## src/dclfb_pkg.sv

```systemverilog
// ----------------------------------------------------------------------------
// dclfb_pkg
// types and constants shared by the dual chip lcd framebuffer modules
// ----------------------------------------------------------------------------
package dclfb_pkg;

    localparam int SCREEN_BYTES = 1024;
    localparam int ADDR_W       = 10;
    localparam int COLS_TOTAL   = 128;
    localparam int ROWS_TOTAL   = 64;
    localparam int CHIP_BYTES   = 512;
    localparam int PAGE_ROWS    = 8;

    localparam int OFIFO_DEPTH = 4;
    localparam int OFIFO_PTR_W = 2;
    localparam int OFIFO_CNT_W = 3;

    localparam logic [1:0] OP_CLEAR = 2'd0;
    localparam logic [1:0] OP_SET   = 2'd1;
    localparam logic [1:0] OP_FILL  = 2'd2;
    localparam logic [1:0] OP_READ  = 2'd3;

    typedef struct packed {
        logic [1:0] opcode;
        logic [7:0] pos_x;
        logic [7:0] pos_y;
        logic [7:0] rect_width;
        logic [7:0] rect_height;
        logic       pixel_on;
        logic       chip_select;
        logic [2:0] page_select;
    } t_in_item;

    typedef struct packed {
        logic       out_chip;
        logic [2:0] out_page;
        logic [5:0] out_column;
        logic [7:0] column_byte;
        logic       last_byte;
    } t_out_item;

    // one byte access issued by the sequencer
    typedef struct packed {
        logic              vld;
        logic              rdout;
        logic [ADDR_W-1:0] addr;
        logic [7:0]        mask;
        logic              on;
        logic              last;
    } t_byte_op;

endpackage

```

## src/dclfb_ofifo.sv

```systemverilog
// ----------------------------------------------------------------------------
// dclfb_ofifo
// small output queue that decouples read out from the downstream stall
// ----------------------------------------------------------------------------
module dclfb_ofifo (
    input  logic                             i_clk,
    input  logic                             i_rst_n,
    input  logic                             i_push,
    input  dclfb_pkg::t_out_item             i_item,
    output logic [dclfb_pkg::OFIFO_CNT_W-1:0] o_count,
    output logic                             o_valid,
    output dclfb_pkg::t_out_item             o_item,
    input  logic                             i_stall
);
    import dclfb_pkg::*;

    t_out_item              r_buf [OFIFO_DEPTH];
    logic [OFIFO_PTR_W-1:0] r_wr_ptr;
    logic [OFIFO_PTR_W-1:0] r_rd_ptr;
    logic [OFIFO_CNT_W-1:0] r_count;
    logic                   w_pop;

    assign o_valid = (r_count != '0);
    assign o_item  = r_buf[r_rd_ptr];
    assign o_count = r_count;
    assign w_pop   = o_valid && !i_stall;

    always_ff @(posedge i_clk) begin
        if (!i_rst_n) begin
            r_wr_ptr <= '0;
            r_rd_ptr <= '0;
            r_count  <= '0;
        end else begin
            if (i_push) begin
                r_wr_ptr <= r_wr_ptr + 1'b1;
            end
            if (w_pop) begin
                r_rd_ptr <= r_rd_ptr + 1'b1;
            end
            case ({i_push, w_pop})
                2'b10:   r_count <= r_count + 1'b1;
                2'b01:   r_count <= r_count - 1'b1;
                default: r_count <= r_count;
            endcase
        end
    end

    always_ff @(posedge i_clk) begin
        if (i_push) begin
            r_buf[r_wr_ptr] <= i_item;
        end
    end

endmodule

```

## config.mk

```make
export PLATFORM = sky130hd
export DESIGN_NAME = dclfb_ofifo
export DESIGN_NICKNAME = d
export VERILOG_FILES = /design/src/dclfb_pkg.sv /design/src/dclfb_ofifo.sv
export SDC_FILE = /design/constraint.sdc
export NUM_CORES = 1
export LEC_CHECK = 0
export BUFFER_PORTS_ARGS = -buffer_cell sky130_fd_sc_hd__buf_2
export CAP_MARGIN = 20
export CELL_PAD_IN_SITES_DETAIL_PLACEMENT = 0
export CELL_PAD_IN_SITES_GLOBAL_PLACEMENT = 2
export CORE_AREA = 2 2 91 93
export DETAILED_ROUTE_END_ITERATION = 10
export DIE_AREA = 0 0 93 95
export PLACE_DENSITY = 0.81
export SYNTH_ARGS = -nofsm -noshare
export SYNTH_HDL_FRONTEND = slang
export SYNTH_SLANG_ARGS = --single-unit
```

## constraint.sdc

```tcl
create_clock -name i_clk -period 2.4 [get_ports i_clk]
set_clock_uncertainty 0.15 [all_clocks]
set_input_delay 0.48 -clock i_clk [delete_from_list [all_inputs] [get_ports i_clk]]
set_output_delay 0.48 -clock i_clk [all_outputs]
set_load 0.02 [all_outputs]
```

==> results.py <==
metrics = {
    "cells_and_area": {
        "layout_common_cells": "76 x edfxtp_1, 45 x buf_2, 10 x mux4_2",
        "fill_cells": 672,
        "multi_input_area_sq_um": 726,
        "drive_gt1_share_pct": 36.6,
        "antennaDiodeCount": 0,
        "final_common_cell": "edfxtp_1",
        "areaGrowthSynthToFinish_pct": 18.1,
        "finalNonFillerCells": 318,
        "layout.nets": 238,
        "seq_area_sq_um": 2460,
    },
    "floorplanning": {
        "die_x_microns": 93,
        "io_pins": 46,
        "core_sq_um": 7930,
        "num_rows": 33,
        "initial_utilization_pct": 41.1,
        "die_h_microns": 95,
        "fp.dieArea_sq_um": 8840,
    },
    "logic_synthesis": {
        "ys_warn_count": 0,
        "yosys_most_used_dff": "edfxtp_1",
        "ys_ff_latch": 85,
        "synth-async-reset-ratio_pct": 0,
        "synth_nets": 177,
        "synth_area_sq_um": 3260,
        "synthDistinctLibCells": 23,
        "synth-edff-count": 76,
        "yosysSeqAreaShare_pct": 75.6,
        "synthCells": 148,
        "avgSynthCellArea_sq_um": 22.0,
    },
    "critical_path": {
        "slowest_delay_ps": 600,
        "cp_data_required_time_ps": 1770,
        "reg2reg_to": "o_count[2]",
        "r2r_setup_slack_ps": 370,
        "worst-path-buf-inv": 2,
        "r2r_cells": 8,
        "cp.depth": 3,
        "path_cells": "buf_12 -> mux4_1 -> buf_2",
        "critPathMaxFanout": 19,
        "crit_end": "o_item[12]",
        "crit_family": "multiplexers",
        "startpoint_type": "flip-flop",
        "critPathCaptureType": "output port",
        "crit_type": "flip-flop to output port",
        "arrival_ps": 1710,
        "timing.rr.start": "o_count[0]",
        "critPathSlowestCell": "mux4_1",
    },
    "clocking": {
        "cts_hold_buffers": 0,
        "cts_tree": "yes",
        "h-tree-depth": 3,
        "cts.clk_slew.worst_paths_ps": 80,
        "numCtsBuffers": 9,
        "cts-resized-gates": 0,
        "clock-root-buffer": "clkbuf_8",
        "clk_path_buf_depth": 2,
        "clock_latency_ps": 340,
        "postCtsSetupBuffers": 0,
        "cts_sinks": 85,
    },
    "timing": {
        "slew_headroom_pct": 75.0,
        "clock.fmax_ghz": 0.428,
        "min_period_ps": 2340,
        "setup_viol": 0,
        "hold_viol": 0,
        "finalSetupTns_ps": 0,
        "worst_pin_slew_ps": 375,
        "fin_crit_sh_pct": 97.4,
        "drv_slew": 0,
        "rsz0062_at_grt": "false",
    },
    "outcome": {
        "status": "finished clean",
    },
    "routing": {
        "vias": 1536,
        "firstDrtPassIters": 4,
        "ant_nets": 0,
        "wl_per_cell_microns": 16.7,
        "first_iter_violations": 45,
        "drc": 0,
        "viasPerCell": 4.83,
        "routed_wl_mm": 5.32,
    },
    "global_routing": {
        "grt_first_pass_wirelength_mm": 8.22,
        "antenna_found_initial": 0,
        "globalRouteOverflowTotal": 0,
        "grt_pass1_vias": 1572,
        "grt_usage_pct": 13.0,
        "grt_max_degree": 20,
    },
    "hold_path": {
        "holdCritPathClass": "primary input to flip-flop",
        "hold_path.startpoint": "i_item[15]",
        "hold_depth": 1,
    },
    "place": {
        "dp.cells": 303,
        "place_hpwl_mm": 3.50,
        "place.gp.congestion": 0.642,
        "port_buffers": 45,
    },
    "pwr": {
        "powerDensity_nw_per_um2": 928,
        "ir_worst_vdd_mv": 0.573,
        "power_leakage_nw": 1.36,
    },
    "flow_run": {
        "drv_cap": 0,
    },
}
## routing by layer
layer  track usage [%]  vias to the layer above  part of all wire (%)
li1                  -                      717                     -
met1              15.9                      756                    42
met2              22.2                       55                    51
met3              3.11                        8                   5.6
met4              5.51                        0                   1.4
met5                 0                        -                     0
## cells in the mapped netlist, types with 2 or more instances
cell,n,area [sq um]
inv_1,7,26.3
edfxtp_1,76,2280
mux4_1,9,236
and2_1,7,43.8
buf_2,2,10.0
ha_1,5,62.6
xor2_1,2,17.5
nand2_1,2,7.51
o21ai_0,3,15.0
mux2i_1,2,20.0
or3_1,2,12.5
a21boi_0,3,22.5
mux4_2,10,225
dfxtp_1,9,180
## flip-flops by register name, indices dropped and copies added, names as in the netlist, named ones only
name and count:
o_count 3, r_rd_ptr 2, r_wr_ptr 2, r_buf 76
## area by class of cell
class / instances / area share [%]
Tap cell: 105 / 3.42
Timing Repair Buffer: 54 / 8.27
Clock buffer: 10 / 3.32
Multi-Input combinational cell: 52 / 18.9
Inverter: 7 / 0.684
Clock inverter: 5 / 1.37
Sequential cell: 85 / 64.1
## stage by stage
stage	util [%]	setup WS, ps	instance area (sq um)	hold slack [ps]	power (mW)
2_1_floorplan	-	335	3260	295	2.41
5_1_grt	48.5	0.838	3840	193	3.73
3_3_place_gp	46.2	277	3660	311	2.65
6_report	48.5	61.9	3840	203	3.57
3_5_place_dp	46.2	228	3660	323	2.67
4_1_cts	48.5	17.8	3840	186	3.61
## kinds of logic after synthesis
kind of cell    synth area share [%]
mux                             14.8
simple gates                    3.00
flops                           75.6
fa+ha+maj                       2.54
xor+xnor                       0.807
buf+inv                         2.08
compound gates                  1.15
## power breakdown
group | leakage (nW) | internal (mW) | total [mW] | switching (mW)
Clock | 0.0935 | 0.471 | 0.945 | 0.475
Sequential | 0.772 | 1.72 | 1.77 | 0.0502
Combinational | 0.490 | 0.382 | 0.857 | 0.475
Total | 1.36 | 2.57 | 3.57 | 1.00
## worst min-delay path by stage
stage / to / slack, ps
finish: r_buf[3][15] / 200
global route: r_buf[3][13] / 190
CTS: r_buf[3][8] / 190
detailed placement: r_rd_ptr[1] / 320
global placement: r_rd_ptr[1] / 310
floorplan: flip-flop / 300
Note: power is estimated with default switching activity, not from simulation.
