## config.mk

```make
export PLATFORM = sky130hd
export DESIGN_NAME = dclfb_seq
export DESIGN_NICKNAME = d
export VERILOG_FILES = /design/src/dclfb_pkg.sv /design/src/dclfb_seq.sv
export SDC_FILE = /design/constraint.sdc
export NUM_CORES = 1
export LEC_CHECK = 0
export BUFFER_PORTS_ARGS = -buffer_cell sky130_fd_sc_hd__clkbuf_2
export CAP_MARGIN = 20
export CORE_MARGIN = 2
export CORE_UTILIZATION = 62
export CTS_CLUSTER_DIAMETER = 150
export DETAILED_ROUTE_END_ITERATION = 6
export PLACE_DENSITY = 0.88
export SLEW_MARGIN = 30
export SYNTH_ARGS = -nofsm -noshare
export SYNTH_HDL_FRONTEND = slang
export SYNTH_SLANG_ARGS = --single-unit
```

## constraint.sdc

```tcl
create_clock -name i_clk -period 6.1 [get_ports i_clk]
set_input_delay 1.22 -clock i_clk [delete_from_list [all_inputs] [get_ports i_clk]]
set_output_delay 1.22 -clock i_clk [all_outputs]
set_load 0.005 [all_outputs]
```

## src/dclfb_pkg.sv

```systemverilog
// ----------------------------------------------------------------------------
// dclfb_pkg
// types and constants shared by the dual chip lcd framebuffer modules
// ----------------------------------------------------------------------------
package dclfb_pkg;

    localparam int SCREEN_BYTES = 1024;
    localparam int ADDR_W       = 10;
    localparam int COLS_TOTAL   = 128;
    localparam int ROWS_TOTAL   = 64;
    localparam int CHIP_BYTES   = 512;
    localparam int PAGE_ROWS    = 8;

    localparam int OFIFO_DEPTH = 4;
    localparam int OFIFO_PTR_W = 2;
    localparam int OFIFO_CNT_W = 3;

    localparam logic [1:0] OP_CLEAR = 2'd0;
    localparam logic [1:0] OP_SET   = 2'd1;
    localparam logic [1:0] OP_FILL  = 2'd2;
    localparam logic [1:0] OP_READ  = 2'd3;

    typedef struct packed {
        logic [1:0] opcode;
        logic [7:0] pos_x;
        logic [7:0] pos_y;
        logic [7:0] rect_width;
        logic [7:0] rect_height;
        logic       pixel_on;
        logic       chip_select;
        logic [2:0] page_select;
    } t_in_item;

    typedef struct packed {
        logic       out_chip;
        logic [2:0] out_page;
        logic [5:0] out_column;
        logic [7:0] column_byte;
        logic       last_byte;
    } t_out_item;

    // one byte access issued by the sequencer
    typedef struct packed {
        logic              vld;
        logic              rdout;
        logic [ADDR_W-1:0] addr;
        logic [7:0]        mask;
        logic              on;
        logic              last;
    } t_byte_op;

endpackage

```

## src/dclfb_seq.sv

```systemverilog
// ----------------------------------------------------------------------------
// dclfb_seq
// command sequencer: turns each command into a stream of byte accesses
// ----------------------------------------------------------------------------
module dclfb_seq (
    input  logic                i_clk,
    input  logic                i_rst_n,
    input  logic                i_valid,
    input  dclfb_pkg::t_in_item i_data,
    input  logic                i_room,
    output logic                o_stall,
    output dclfb_pkg::t_byte_op o_op
);
    import dclfb_pkg::*;

    localparam logic [1:0] S_IDLE = 2'd0;
    localparam logic [1:0] S_CLR  = 2'd1;
    localparam logic [1:0] S_FILL = 2'd2;
    localparam logic [1:0] S_READ = 2'd3;

    logic [1:0]        r_state, n_state;
    logic [ADDR_W-1:0] r_cnt, n_cnt;

    logic [6:0] r_x0;
    logic [5:0] r_y0;
    logic [6:0] r_hl;
    logic [6:0] r_wl_m1;
    logic       r_on;
    logic       r_sel_chip;
    logic [2:0] r_sel_page;

    logic       w_accept;
    logic [6:0] w_fill_x;
    logic [7:0] w_fill_mask;

    assign o_stall  = (r_state != S_IDLE);
    assign w_accept = (r_state == S_IDLE) && i_valid;
    assign w_fill_x = r_x0 + r_cnt[9:3];

    // row b of the current page lies in the band when its distance below the
    // top row, taken mod 64, is under the clipped height
    always_comb begin
        logic [5:0] diff;
        for (int b = 0; b < PAGE_ROWS; b++) begin
            diff           = {r_cnt[2:0], 3'(b)} - r_y0;
            w_fill_mask[b] = ({1'b0, diff} < r_hl);
        end
    end

    always_comb begin
        n_state = r_state;
        n_cnt   = r_cnt;
        o_op    = '0;
        unique case (r_state)
            S_IDLE: begin
                if (i_valid) begin
                    n_cnt = '0;
                    unique case (i_data.opcode)
                        OP_CLEAR: begin
                            n_state = S_CLR;
                        end
                        OP_SET: begin
                            o_op.vld  = 1'b1;
                            o_op.addr = {i_data.pos_x[6], i_data.pos_y[5:3],
                                         i_data.pos_x[5:0]};
                            o_op.mask = 8'd1 << i_data.pos_y[2:0];
                            o_op.on   = i_data.pixel_on;
                        end
                        OP_FILL: begin
                            if (i_data.rect_width != 8'd0 && i_data.rect_height != 8'd0) begin
                                n_state = S_FILL;
                            end
                        end
                        OP_READ: begin
                            n_state = S_READ;
                        end
                    endcase
                end
            end
            S_CLR: begin
                o_op.vld  = 1'b1;
                o_op.addr = r_cnt;
                o_op.mask = 8'hff;
                o_op.on   = 1'b0;
                n_cnt     = r_cnt + 1'b1;
                if (r_cnt == ADDR_W'(SCREEN_BYTES - 1)) begin
                    n_state = S_IDLE;
                end
            end
            S_FILL: begin
                // r_cnt holds the column index in its upper bits, the page in its low three
                o_op.vld  = 1'b1;
                o_op.addr = {w_fill_x[6], r_cnt[2:0], w_fill_x[5:0]};
                o_op.mask = w_fill_mask;
                o_op.on   = r_on;
                n_cnt     = r_cnt + 1'b1;
                if (r_cnt[9:3] == r_wl_m1 && r_cnt[2:0] == 3'd7) begin
                    n_state = S_IDLE;
                end
            end
            S_READ: begin
                if (i_room) begin
                    o_op.vld   = 1'b1;
                    o_op.rdout = 1'b1;
                    o_op.addr  = {r_sel_chip, r_sel_page, r_cnt[5:0]};
                    o_op.last  = (r_cnt[5:0] == 6'd63);
                    n_cnt      = r_cnt + 1'b1;
                    if (r_cnt[5:0] == 6'd63) begin
                        n_state = S_IDLE;
                    end
                end
            end
            default: begin
                n_state = S_IDLE;
            end
        endcase
    end

    // reset starts with a sweep that zeroes the store
    always_ff @(posedge i_clk) begin
        if (!i_rst_n) begin
            r_state <= S_CLR;
            r_cnt   <= '0;
        end else begin
            r_state <= n_state;
            r_cnt   <= n_cnt;
        end
    end

    always_ff @(posedge i_clk) begin
        if (w_accept) begin
            r_x0       <= i_data.pos_x[6:0];
            r_y0       <= i_data.pos_y[5:0];
            r_hl       <= (i_data.rect_height > 8'(ROWS_TOTAL)) ? 7'(ROWS_TOTAL)
                                                                : i_data.rect_height[6:0];
            r_wl_m1    <= (i_data.rect_width >= 8'(COLS_TOTAL)) ? 7'(COLS_TOTAL - 1)
                                                                : i_data.rect_width[6:0] - 1'b1;
            r_on       <= i_data.pixel_on;
            r_sel_chip <= i_data.chip_select;
            r_sel_page <= i_data.page_select;
        end
    end

endmodule

```

==> metrics, run 1 <==
cell area after synthesis just under 4000 sq um; largest area contributor in the netlist edfxtp_1; Seq pwr share approximately 50%; Relative slew margins 54.0%; Yosys top cell area share 24.6%; CP max-delay cell ha_1; RSZ-0062 raised after global routing false; R2R Setup Slk about 3.8 ns; Period Utilization, post-route approximately 73%; most frequent cells in the layout clkbuf_2, ha_1, o21ai_0; flip-flop and latch area 1200 sq um; P_leak around 1.9 nW; routed vias 3370; htree depth 2; worst vdd ir around 120 uV; CTS buffer count 5; # rows 28; DR WL/cell between 15 and 20 um; Cell Area, Placed 4250 sq um; CP required 4.88 ns; CP dominant cell by count ha_1; Fmax roughly 0.23 GHz; nets 585; critical path type reg -> out; DRT Pass-1 Iters 7; GR Util All Layers 27.3%; postcts setup bufs 0; Slew Viols, Final 0; area of the multi-input gates about 2500 sq um; Seq/Total Area, Yosys 30.7%; Post-Route WL just over 9 mm; clock sink count 44; final hold vios 0; clock period minus worst slack 4.44 ns; crit start category flip-flop; Tightest Hold Check Type reg -> reg; dpl hpwl between 7 and 8 mm; hold_ws between 0.5 and 0.6 ns; final setup fails 0; final RePlAce weighted congestion between 0.9 and 1; Post-CTS Hold Buffers 0; Avg Cell Area, Syn 9.33 sq um; IO Port Bufs 62; commonest non-fill, non-tap cell in the layout clkbuf_2; largest net degree at the start of global routing 26; top cells by area, synth edfxtp_1, ha_1, xnor2_1, dfxtp_1, o21ai_0; Power Density ~150 nW/um^2; post-cts sizing count 0; clock-pin slew on the worst setup and hold paths ~0.090 ns; Critical Path Fanout Max 13; Initial Util around two thirds; final instance area 4360 sq um; Final Non-Filler Cells between 500 and 600; CTS max path bufs 2; Root Buffer clkbuf_8; worst setup margin about 1.7 ns; total gr overflow 0; # fillers between 400 and 500; CP Capture Type output port; Internal roughly 490 uW; number of global-route vias before repair between 3000 and 4000; layout cells sized above 1 between 10% and 20%; Clock Power Share about a third; Residual DRC 0; initial antenna violation count 0; io pins 66; first-pass GRT wire length 15.5 mm; Slowest Stage Delay on Critical Path 0.68 ns; Distinct cells, synth 51; Max-Cap Viols 0; clock insertion delay at the later pin of the skew report 0.30 ns; number of diodes 0; die area 6960 sq um; Die X-Extent roughly 83 um; Post-Syn Instances 419; syn nets between 500 and 600; average vias per placed instance 6.08; Clock Skews approximately 0.013 ns; Post-Place Worst Slack ~2.0 ns; Net Sw Power about 160 uW; initial drt markers roughly 300; Core Box Area approximately 6000 sq um; Synth Register Bits 44; Slew @ Worst Pin a little under 0.7 ns; combinational share of power 14.3%; worst path cell trace inv_1, ha_1, ha_1, inv_1, o21ai_0, xor2_1, ha_1, o21ai_0, a21oi_1, o221ai_1, clkbuf_2; CP arrival ~3.2 ns; setup TNS 0 ns; Die Y 83.4 um; Syn. warnings 0; ANT nets after route 0; Area Growth Syn to Fin 11.4%; sw frac around a quarter; status finished clean; CTS tree yes; Placed Instances 546
-- cell usage after synthesis, drive strengths merged --
master,number
edfxtp,32
a22oi,9
nor3,4
buf,6
a21oi,26
or2b,2
o21bai,2
o221ai,6
nor2,24
nor2b,12
a211oi,2
ha,61
nand2,28
o2bb2ai,1
or2,2
or3b,1
nand2b,15
and3,3
a21o,6
a31oi,5
o21a,1
nor3b,1
or3,1
maj3,1
nand3,9
clkbuf,5
o21ai,40
a31o,1
nor4,2
xnor2,32
inv,30
nand4,4
o211ai,1
fa,3
o2111ai,1
xor2,16
dfxtp,12
a41oi,1
a222oi,4
and2,7
-- power by group through the flow --
stage / sequential, mW / combinational [mW] / clock (mW)
2_1_floorplan: 0.331 / 0.0604 / 0
3_3_place_gp: 0.332 / 0.0863 / 0
3_5_place_dp: 0.332 / 0.0907 / 0
4_1_cts: 0.326 / 0.0920 / 0.226
5_1_grt: 0.326 / 0.106 / 0.240
6_report: 0.326 / 0.0922 / 0.226
-- flip-flops by register name, summed over array words and instances (netlist names) --
name and cells:
r_x0 7, r_hl 7, r_y0 6, r_wl_m1 7, r_state 2, r_sel_chip 1
r_cnt 10, r_sel_page 3, r_on 1
-- area by class of cell --
cell class              instances  share of cell area (%)
multi-input cells             334                    57.9
well taps                      75                    2.15
inverters                      30                    2.59
flip-flops and latches         44                    27.6
repair buffers                 63                    7.30
clock inverters                 2                   0.804
clock buffers                   6                    1.67
-- stage by stage --
step                      utilization [%]  total power [mW]
after floorplan                         -             0.391
after global placement               70.9             0.419
after detailed placement             70.9             0.423
after CTS                            72.7             0.644
after global routing                 72.7             0.673
final                                72.7             0.644
-- per-layer routing --
metal	vias to the layer above	global-route usage, %	share of wire [%]
met5	-	0	0
met4	0	7.33	1.5
met3	20	5.07	8.2
met2	148	45.4	49
met1	1597	36.8	41
li1	1605	-	-
-- critical path, delay by kind of cell (launching register included) --
kind,cells,cell delay [ns]
compound gates,4,0.60
fa+ha+maj,3,1.23
flops,1,0.51
xor+xnor,1,0.22
buf+inv,3,0.35
-- kinds of logic (layout without fill, tap and decap cells) --
group           count (synthesis)  after routing  synth area share [%]
compound gates                106            106                  16.8
xor+xnor                       48             48                  10.9
fa+ha+maj                      65             65                  21.3
buf+inv                        41            101                  4.77
flops                          44             44                  30.7
simple gates                  115            115                  15.4
-- worst paths after layout --
kind | startpoint | to | cells past startpoint
hold reg to reg | r_state[1] | r_state[1] | 2
setup reg to reg | r_state[0] | r_wl_m1[6] | 5
setup / recovery | r_cnt[0] | o_op[8] | 11
hold / removal | r_state[1] | r_state[1] | 2
No activity file was read; power rests on OpenSTA's default activity.
==> run 2, diff against run 1 <==
--- a/config.mk
+++ b/config.mk
@@ -8,10 +8,10 @@
 export BUFFER_PORTS_ARGS = -buffer_cell sky130_fd_sc_hd__clkbuf_2
 export CAP_MARGIN = 20
 export CORE_MARGIN = 2
-export CORE_UTILIZATION = 62
+export CORE_UTILIZATION = 52
 export CTS_CLUSTER_DIAMETER = 150
 export DETAILED_ROUTE_END_ITERATION = 6
-export PLACE_DENSITY = 0.88
+export PLACE_DENSITY = 0.79
 export SLEW_MARGIN = 30
 export SYNTH_ARGS = -nofsm -noshare
 export SYNTH_HDL_FRONTEND = slang
==> constraint.sdc (replaced) <==
create_clock -name i_clk -period 3.8 [get_ports i_clk]
set_input_delay 0.76 -clock i_clk [delete_from_list [all_inputs] [get_ports i_clk]]
set_output_delay 0.76 -clock i_clk [all_outputs]
set_load 0.005 [all_outputs]
==> run 2 against run 1 <==
  * Die area rose by 18%
  * Via count shrank 2.4%
  * Global-route usage fell by 5.3 points
  * Total power rose by 61%
  * Critical path depth decreased by 3
  * Clock skew shrank 0.0037 ns
  * Sequential power up 60%
  * Wire length down 3.3%
  * Utilization is 12 points lower
  * Cell area up 1.6%
  * Clock-buffer cell count fell by 1
  * Worst setup slack lost 1.5 ns
  * Critical path type unchanged
==> metrics, run 2 (same netlist as run 1, synthesis figures left out) <==
Placed Instances approximately 580; first element of the critical path r_cnt[1]; postcts setup bufs 0; DR WL/cell 15.3 um; final setup fails 0; IO Port Bufs between 60 and 70; highest routed metal layer met4; CP Capture Type output port; final instance area 4430 sq um; final hold vios 0; setup TNS 0 ns; die area just over 8000 sq um; WL met3 445 um; status finished clean; number of global-route vias before repair approximately 3000; Post-Route M1 WL 4.15 mm; WL met2 4.23 mm; Critical Path Fanout Max 12; WHS Path Cells 2; htree depth 2; Tightest Hold Check Type reg -> reg; Slew Viols, Final 0; Period Utilization, post-route 94.8%; start of the worst register-to-register path r_state[0]; Fmax 0.278 GHz; CTS buffer count 5; Clock Skews 0.00931 ns; Residual DRC 0; initial antenna violation count 0; Relative slew margins 50.8%; clock insertion delay at the later pin of the skew report roughly 0.30 ns; Max-Cap Viols 0; CTS tree yes; routed vias ~3300; Power Density 234 nW/um^2; Design Power 1.03 mW; Die Y 90.7 um; most frequent cells in the layout clkbuf_2, ha_1, o21ai_0; Most flops, register r_cnt; CP required 3.04 ns; hold path startpoint r_state[1]; CP arrival between 2 and 3 ns; Die X-Extent a little over 90 um; Area Growth Syn to Fin 13.2%; max reg flops 10; clock sink count 44; DRT Pass-1 Iters 4; ANT nets after route 0; Post-Place Worst Slack around 0.54 ns; io pins between 60 and 70; initial drt markers ~410; P_leak between 1.5 and 2 nW; clock-pin slew on the worst setup and hold paths about 0.090 ns; crit start category flip-flop; worst vdd ir around 180 uV; total gr overflow 0; layout cells sized above 1 18.2%; commonest non-fill, non-tap cell in the layout clkbuf_2; nets 590; post-cts sizing count 0; Root Buffer clkbuf_8; GR Util All Layers between 20% and 30%; Initial Util a little over half; number of diodes 0; Final Non-Filler Cells between 500 and 600; critical path type reg -> out; clock period minus worst slack 3.60 ns; # fillers around 640; average vias per placed instance about 5.6; Post-CTS Hold Buffers 0; largest net degree at the start of global routing 19; Core Box Area around 7300 sq um; Cell Area, Placed between 4000 and 5000 sq um; worst setup margin about 0.20 ns; path depth of the worst reg2reg path 5; RSZ-0062 raised after global routing false; # rows 31; Slew @ Worst Pin approximately 0.74 ns; first-pass GRT wire length 14.7 mm; final RePlAce weighted congestion approximately 0.96; dpl hpwl between 7 and 8 mm; CTS max path bufs 2; Post-Route WL 8.95 mm
[run 2: layer usage]
layer  up-vias  global-route usage, %
li1       1614                      -
met1      1563                   30.7
met2       101                   36.0
met3        10                   2.59
met4         0                   6.79
met5         -                      0
[run 2: report_power, final]
group / internal (mW) / switching (mW) / leakage, nW / total (mW)
logic: 0.0718 / 0.0806 / 1.52 / 0.152
registers: 0.516 / 0.00662 / 0.386 / 0.523
clock network: 0.195 / 0.164 / 0.0558 / 0.359
[run 2: worst max-delay path, cell delays in order, from the launching register on]
cell,delay (ns)
dfxtp_1,0.40
ha_1,0.62
nand2_1,0.15
o21ai_0,0.22
xnor2_1,0.10
ha_1,0.20
or3b_2,0.46
o221ai_1,0.22
clkbuf_2,0.16
[run 2: worst paths after layout]
kind / endpoint / slack, ns
worst max-delay path: o_op[5] / 0.20
worst max register to register: r_hl[4] / 1.78
worst min-delay path: r_state[1] / 0.52
worst min register to register: r_state[1] / 0.52
[run 2: cell type report]
class / instances / area [sq um] / area share, %
clock buffers: 5 / 68.8 / 1.55
repair buffers: 68 / 355 / 8.03
well taps: 99 / 124 / 2.80
inverters: 30 / 113 / 2.54
multi-input cells: 334 / 2520 / 57.0
flip-flops and latches: 44 / 1200 / 27.1
clock inverters: 3 / 42.5 / 0.961
[run 2: metrics by stage]
step	util, %	hold slack (ns)
final	61.0	0.524
after global routing	61.0	0.564
after CTS	61.0	0.517
after detailed placement	59.5	0.504
after global placement	59.5	0.488
after floorplan	-	0.474
==> run 3, diff against run 2 <==
--- a/config.mk
+++ b/config.mk
@@ -5,13 +5,15 @@
 export SDC_FILE = /design/constraint.sdc
 export NUM_CORES = 1
 export LEC_CHECK = 0
+export ABC_AREA = 1
 export BUFFER_PORTS_ARGS = -buffer_cell sky130_fd_sc_hd__clkbuf_2
 export CAP_MARGIN = 20
 export CORE_MARGIN = 2
-export CORE_UTILIZATION = 52
+export CORE_UTILIZATION = 58
 export CTS_CLUSTER_DIAMETER = 150
+export CTS_CLUSTER_SIZE = 14
 export DETAILED_ROUTE_END_ITERATION = 6
-export PLACE_DENSITY = 0.79
+export PLACE_DENSITY = 0.82
 export SLEW_MARGIN = 30
 export SYNTH_ARGS = -nofsm -noshare
 export SYNTH_HDL_FRONTEND = slang
==> constraint.sdc (replaced) <==
create_clock -name i_clk -period 3.9 [get_ports i_clk]
set_input_delay 0.78 -clock i_clk [delete_from_list [all_inputs] [get_ports i_clk]]
set_output_delay 0.78 -clock i_clk [all_outputs]
set_load 0.005 [all_outputs]
==> run 3 against run 2 <==
  * Worst hold slack got worse by 0.028 ns
  * Via count increased by 22%
  * Global-route usage increased by 5.3 points
  * Total power increased by 1.9%
  * Area after synthesis increased by 7.2%
  * Clock power decreased by 1%
  * Sequential power decreased by 3%
  * Utilization increased by 8.0 points
  * Worst setup slack improved by 0.11 ns
  * Synthesized cell count increased by 32%
  * Cell area increased by 7.7%
  * Clock-buffer cell count unchanged
==> metrics, run 3 <==
status finished clean; Power Density about 220 nW/um^2; final setup fails 0; clock period minus worst slack around 3.6 ns; Clock Skews slightly below 0.009 ns; async set-or-reset flop fraction in the synthesized netlist 0%; Tightest Hold Check Type reg -> reg; number of global-route vias before repair between 3000 and 4000; number of synthesized flops with an enable pin 32; initial antenna violation count 0; average vias per placed instance approximately 5.6; Most flops, register r_cnt; first-pass GRT wire length approximately 17 mm; ANT nets after route 0; Seq/Total Area, Yosys 28.7%; htree depth 2; DRT Pass-1 Iters 5; initial drt markers approximately 330; setup TNS 0 ns; crit start category flip-flop; Post-Route WL about 10 mm; RSZ-0062 raised after global routing false; Yosys top cell area share roughly 23%; Initial Util 60.7%; Final Non-Filler Cells about 700; Avg Cell Area, Syn between 7 and 8 sq um; Syn. warnings 0; clock-pin slew on the worst setup and hold paths ~0.08 ns; Relative slew margins approximately three fifths; CP arrival between 2 and 3 ns; CP dominant cell by count a21oi_1; most frequent cells after synthesis nand2_1, inv_1, ha_1; Post-Syn Instances around 550; nets 727; final RePlAce weighted congestion ~0.98; number of diodes 0; Core Box Area between 6000 and 7000 sq um; io pins 66; commonest non-fill, non-tap cell in the layout nand2_1; Area Growth Syn to Fin 13.8%; CP max-delay cell dfxtp_2; Distinct cells, synth 41; critical path type reg -> out; largest net degree at the start of global routing 21; Period Utilization, post-route about 92%; total gr overflow 0; Die X-Extent around 89 um; Slew @ Worst Pin ~0.63 ns; DR WL/cell between 10 and 15 um; worst path cell trace inv_1, ha_4, ha_1, inv_1, o21ai_0, xor2_1, ha_1, a21oi_1, nor3_1, a21oi_1, nand3_1, a21oi_1, clkbuf_2; die area just under 8000 sq um; most frequent cells in the layout nand2_1, inv_1, clkbuf_2; cell area after synthesis around 4200 sq um; Fmax about 0.28 GHz; max reg flops 10; clock sink count 44; dpl hpwl slightly above 8 mm; routed vias roughly 4000; CP required about 3.1 ns; # rows 30; largest area contributor in the netlist edfxtp_1; GR Util All Layers a little over a quarter; IO Port Bufs 62; P_leak 2.34 nW; final hold vios 0; Slew Viols, Final 0; clock insertion delay at the later pin of the skew report roughly 0.3 ns; layout cells sized above 1 16.3%; most common flop cell mapped by yosys edfxtp_1; Synth Register Bits 44; worst vdd ir just over 200 uV; top cells by area, synth edfxtp_1, ha_1, nand2_1, inv_1, a21oi_1; CTS buffer count 5; Placed Instances roughly 710; Die Y just under 90 um; Critical Path Fanout Max 11; CP Capture Type output port; Root Buffer clkbuf_8; CTS tree yes; most numerous cell in the Yosys netlist nand2_1; Residual DRC 0; Slowest Stage Delay on Critical Path 0.39 ns; Max-Cap Viols 0; CTS max path bufs 2; syn nets between 600 and 700
## run 3: report_power, final
part | switching, mW | total [mW] | internal [mW]
Combinational | 0.109 | 0.193 | 0.0831
Clock | 0.164 | 0.354 | 0.190
Sequential | 0.00477 | 0.508 | 0.503
## run 3: cell type report
| type | count | area (sq um) |
|---|---|---|
| Multi-Input combinational cell | 403 | 2600 |
| Fill cell | 599 | 2140 |
| Sequential cell | 44 | 1200 |
| Timing Repair Buffer | 70 | 370 |
| Inverter | 96 | 360 |
| Tap cell | 96 | 120 |
| Clock buffer | 5 | 68.8 |
| Clock inverter | 3 | 42.5 |
## run 3: through the flow
step                      hold WS [ns]  worst slack (ns)  util, %  instance area (sq um)  power (mW)
after CTS                        0.529            0.0907     68.4                   4720        1.05
after detailed placement         0.516             0.297     66.7                   4610       0.701
after floorplan                  0.480             0.817        -                   4190       0.640
after global placement           0.497             0.380     66.7                   4610       0.691
after global routing             0.519            0.0833     69.0                   4770        1.10
final                            0.496             0.305     69.0                   4770        1.05
## run 3: path summary, 6_finish.rpt
check | startpoint | endpoint | slack [ns] | depth (start not counted)
worst max-delay path | r_cnt[0] | o_op[3] | 0.31 | 13
worst min-delay path | r_cnt[0] | r_cnt[0] | 0.50 | 1
worst max register to register | r_state[1] | r_wl_m1[5] | 1.90 | 5
worst min register to register | r_cnt[0] | r_cnt[0] | 0.50 | 1
## run 3: cells by family after synthesis
| kind of cell | Yosys count | share of synthesized area, % |
|---|---|---|
| AND/OR/NAND/NOR | 206 | 21.4 |
| adder cells (fa/ha/maj) | 64 | 19.6 |
| multiplexers | 1 | 0.239 |
| buffers and inverters | 106 | 9.79 |
| XOR/XNOR | 25 | 5.40 |
| flip-flops | 44 | 28.7 |
| AO/OA/AOI/OAI | 107 | 14.8 |
## run 3: layer usage
layer  global-route usage, %  share of wire (%)
met4                    8.01                1.5
met3                    2.68                7.1
met5                       0                  0
met1                    37.9                 45
met2                    45.7                 46
## run 3: worst max-delay path: cells and delay by family, from the launching register on
kind	cells	cell delay (ns)
flip-flops	1	0.39
AO/OA/AOI/OAI	4	0.63
XOR/XNOR	1	0.17
AND/OR/NAND/NOR	2	0.17
buffers and inverters	3	0.31
adder cells (fa/ha/maj)	3	0.84
## run 3: what timing repair did
action                     CTS  global route
resized for setup            1             4
hold buffers                 0             0
setup buffers                0             3
setup endpoints to repair    2             6
cloned                       0             0
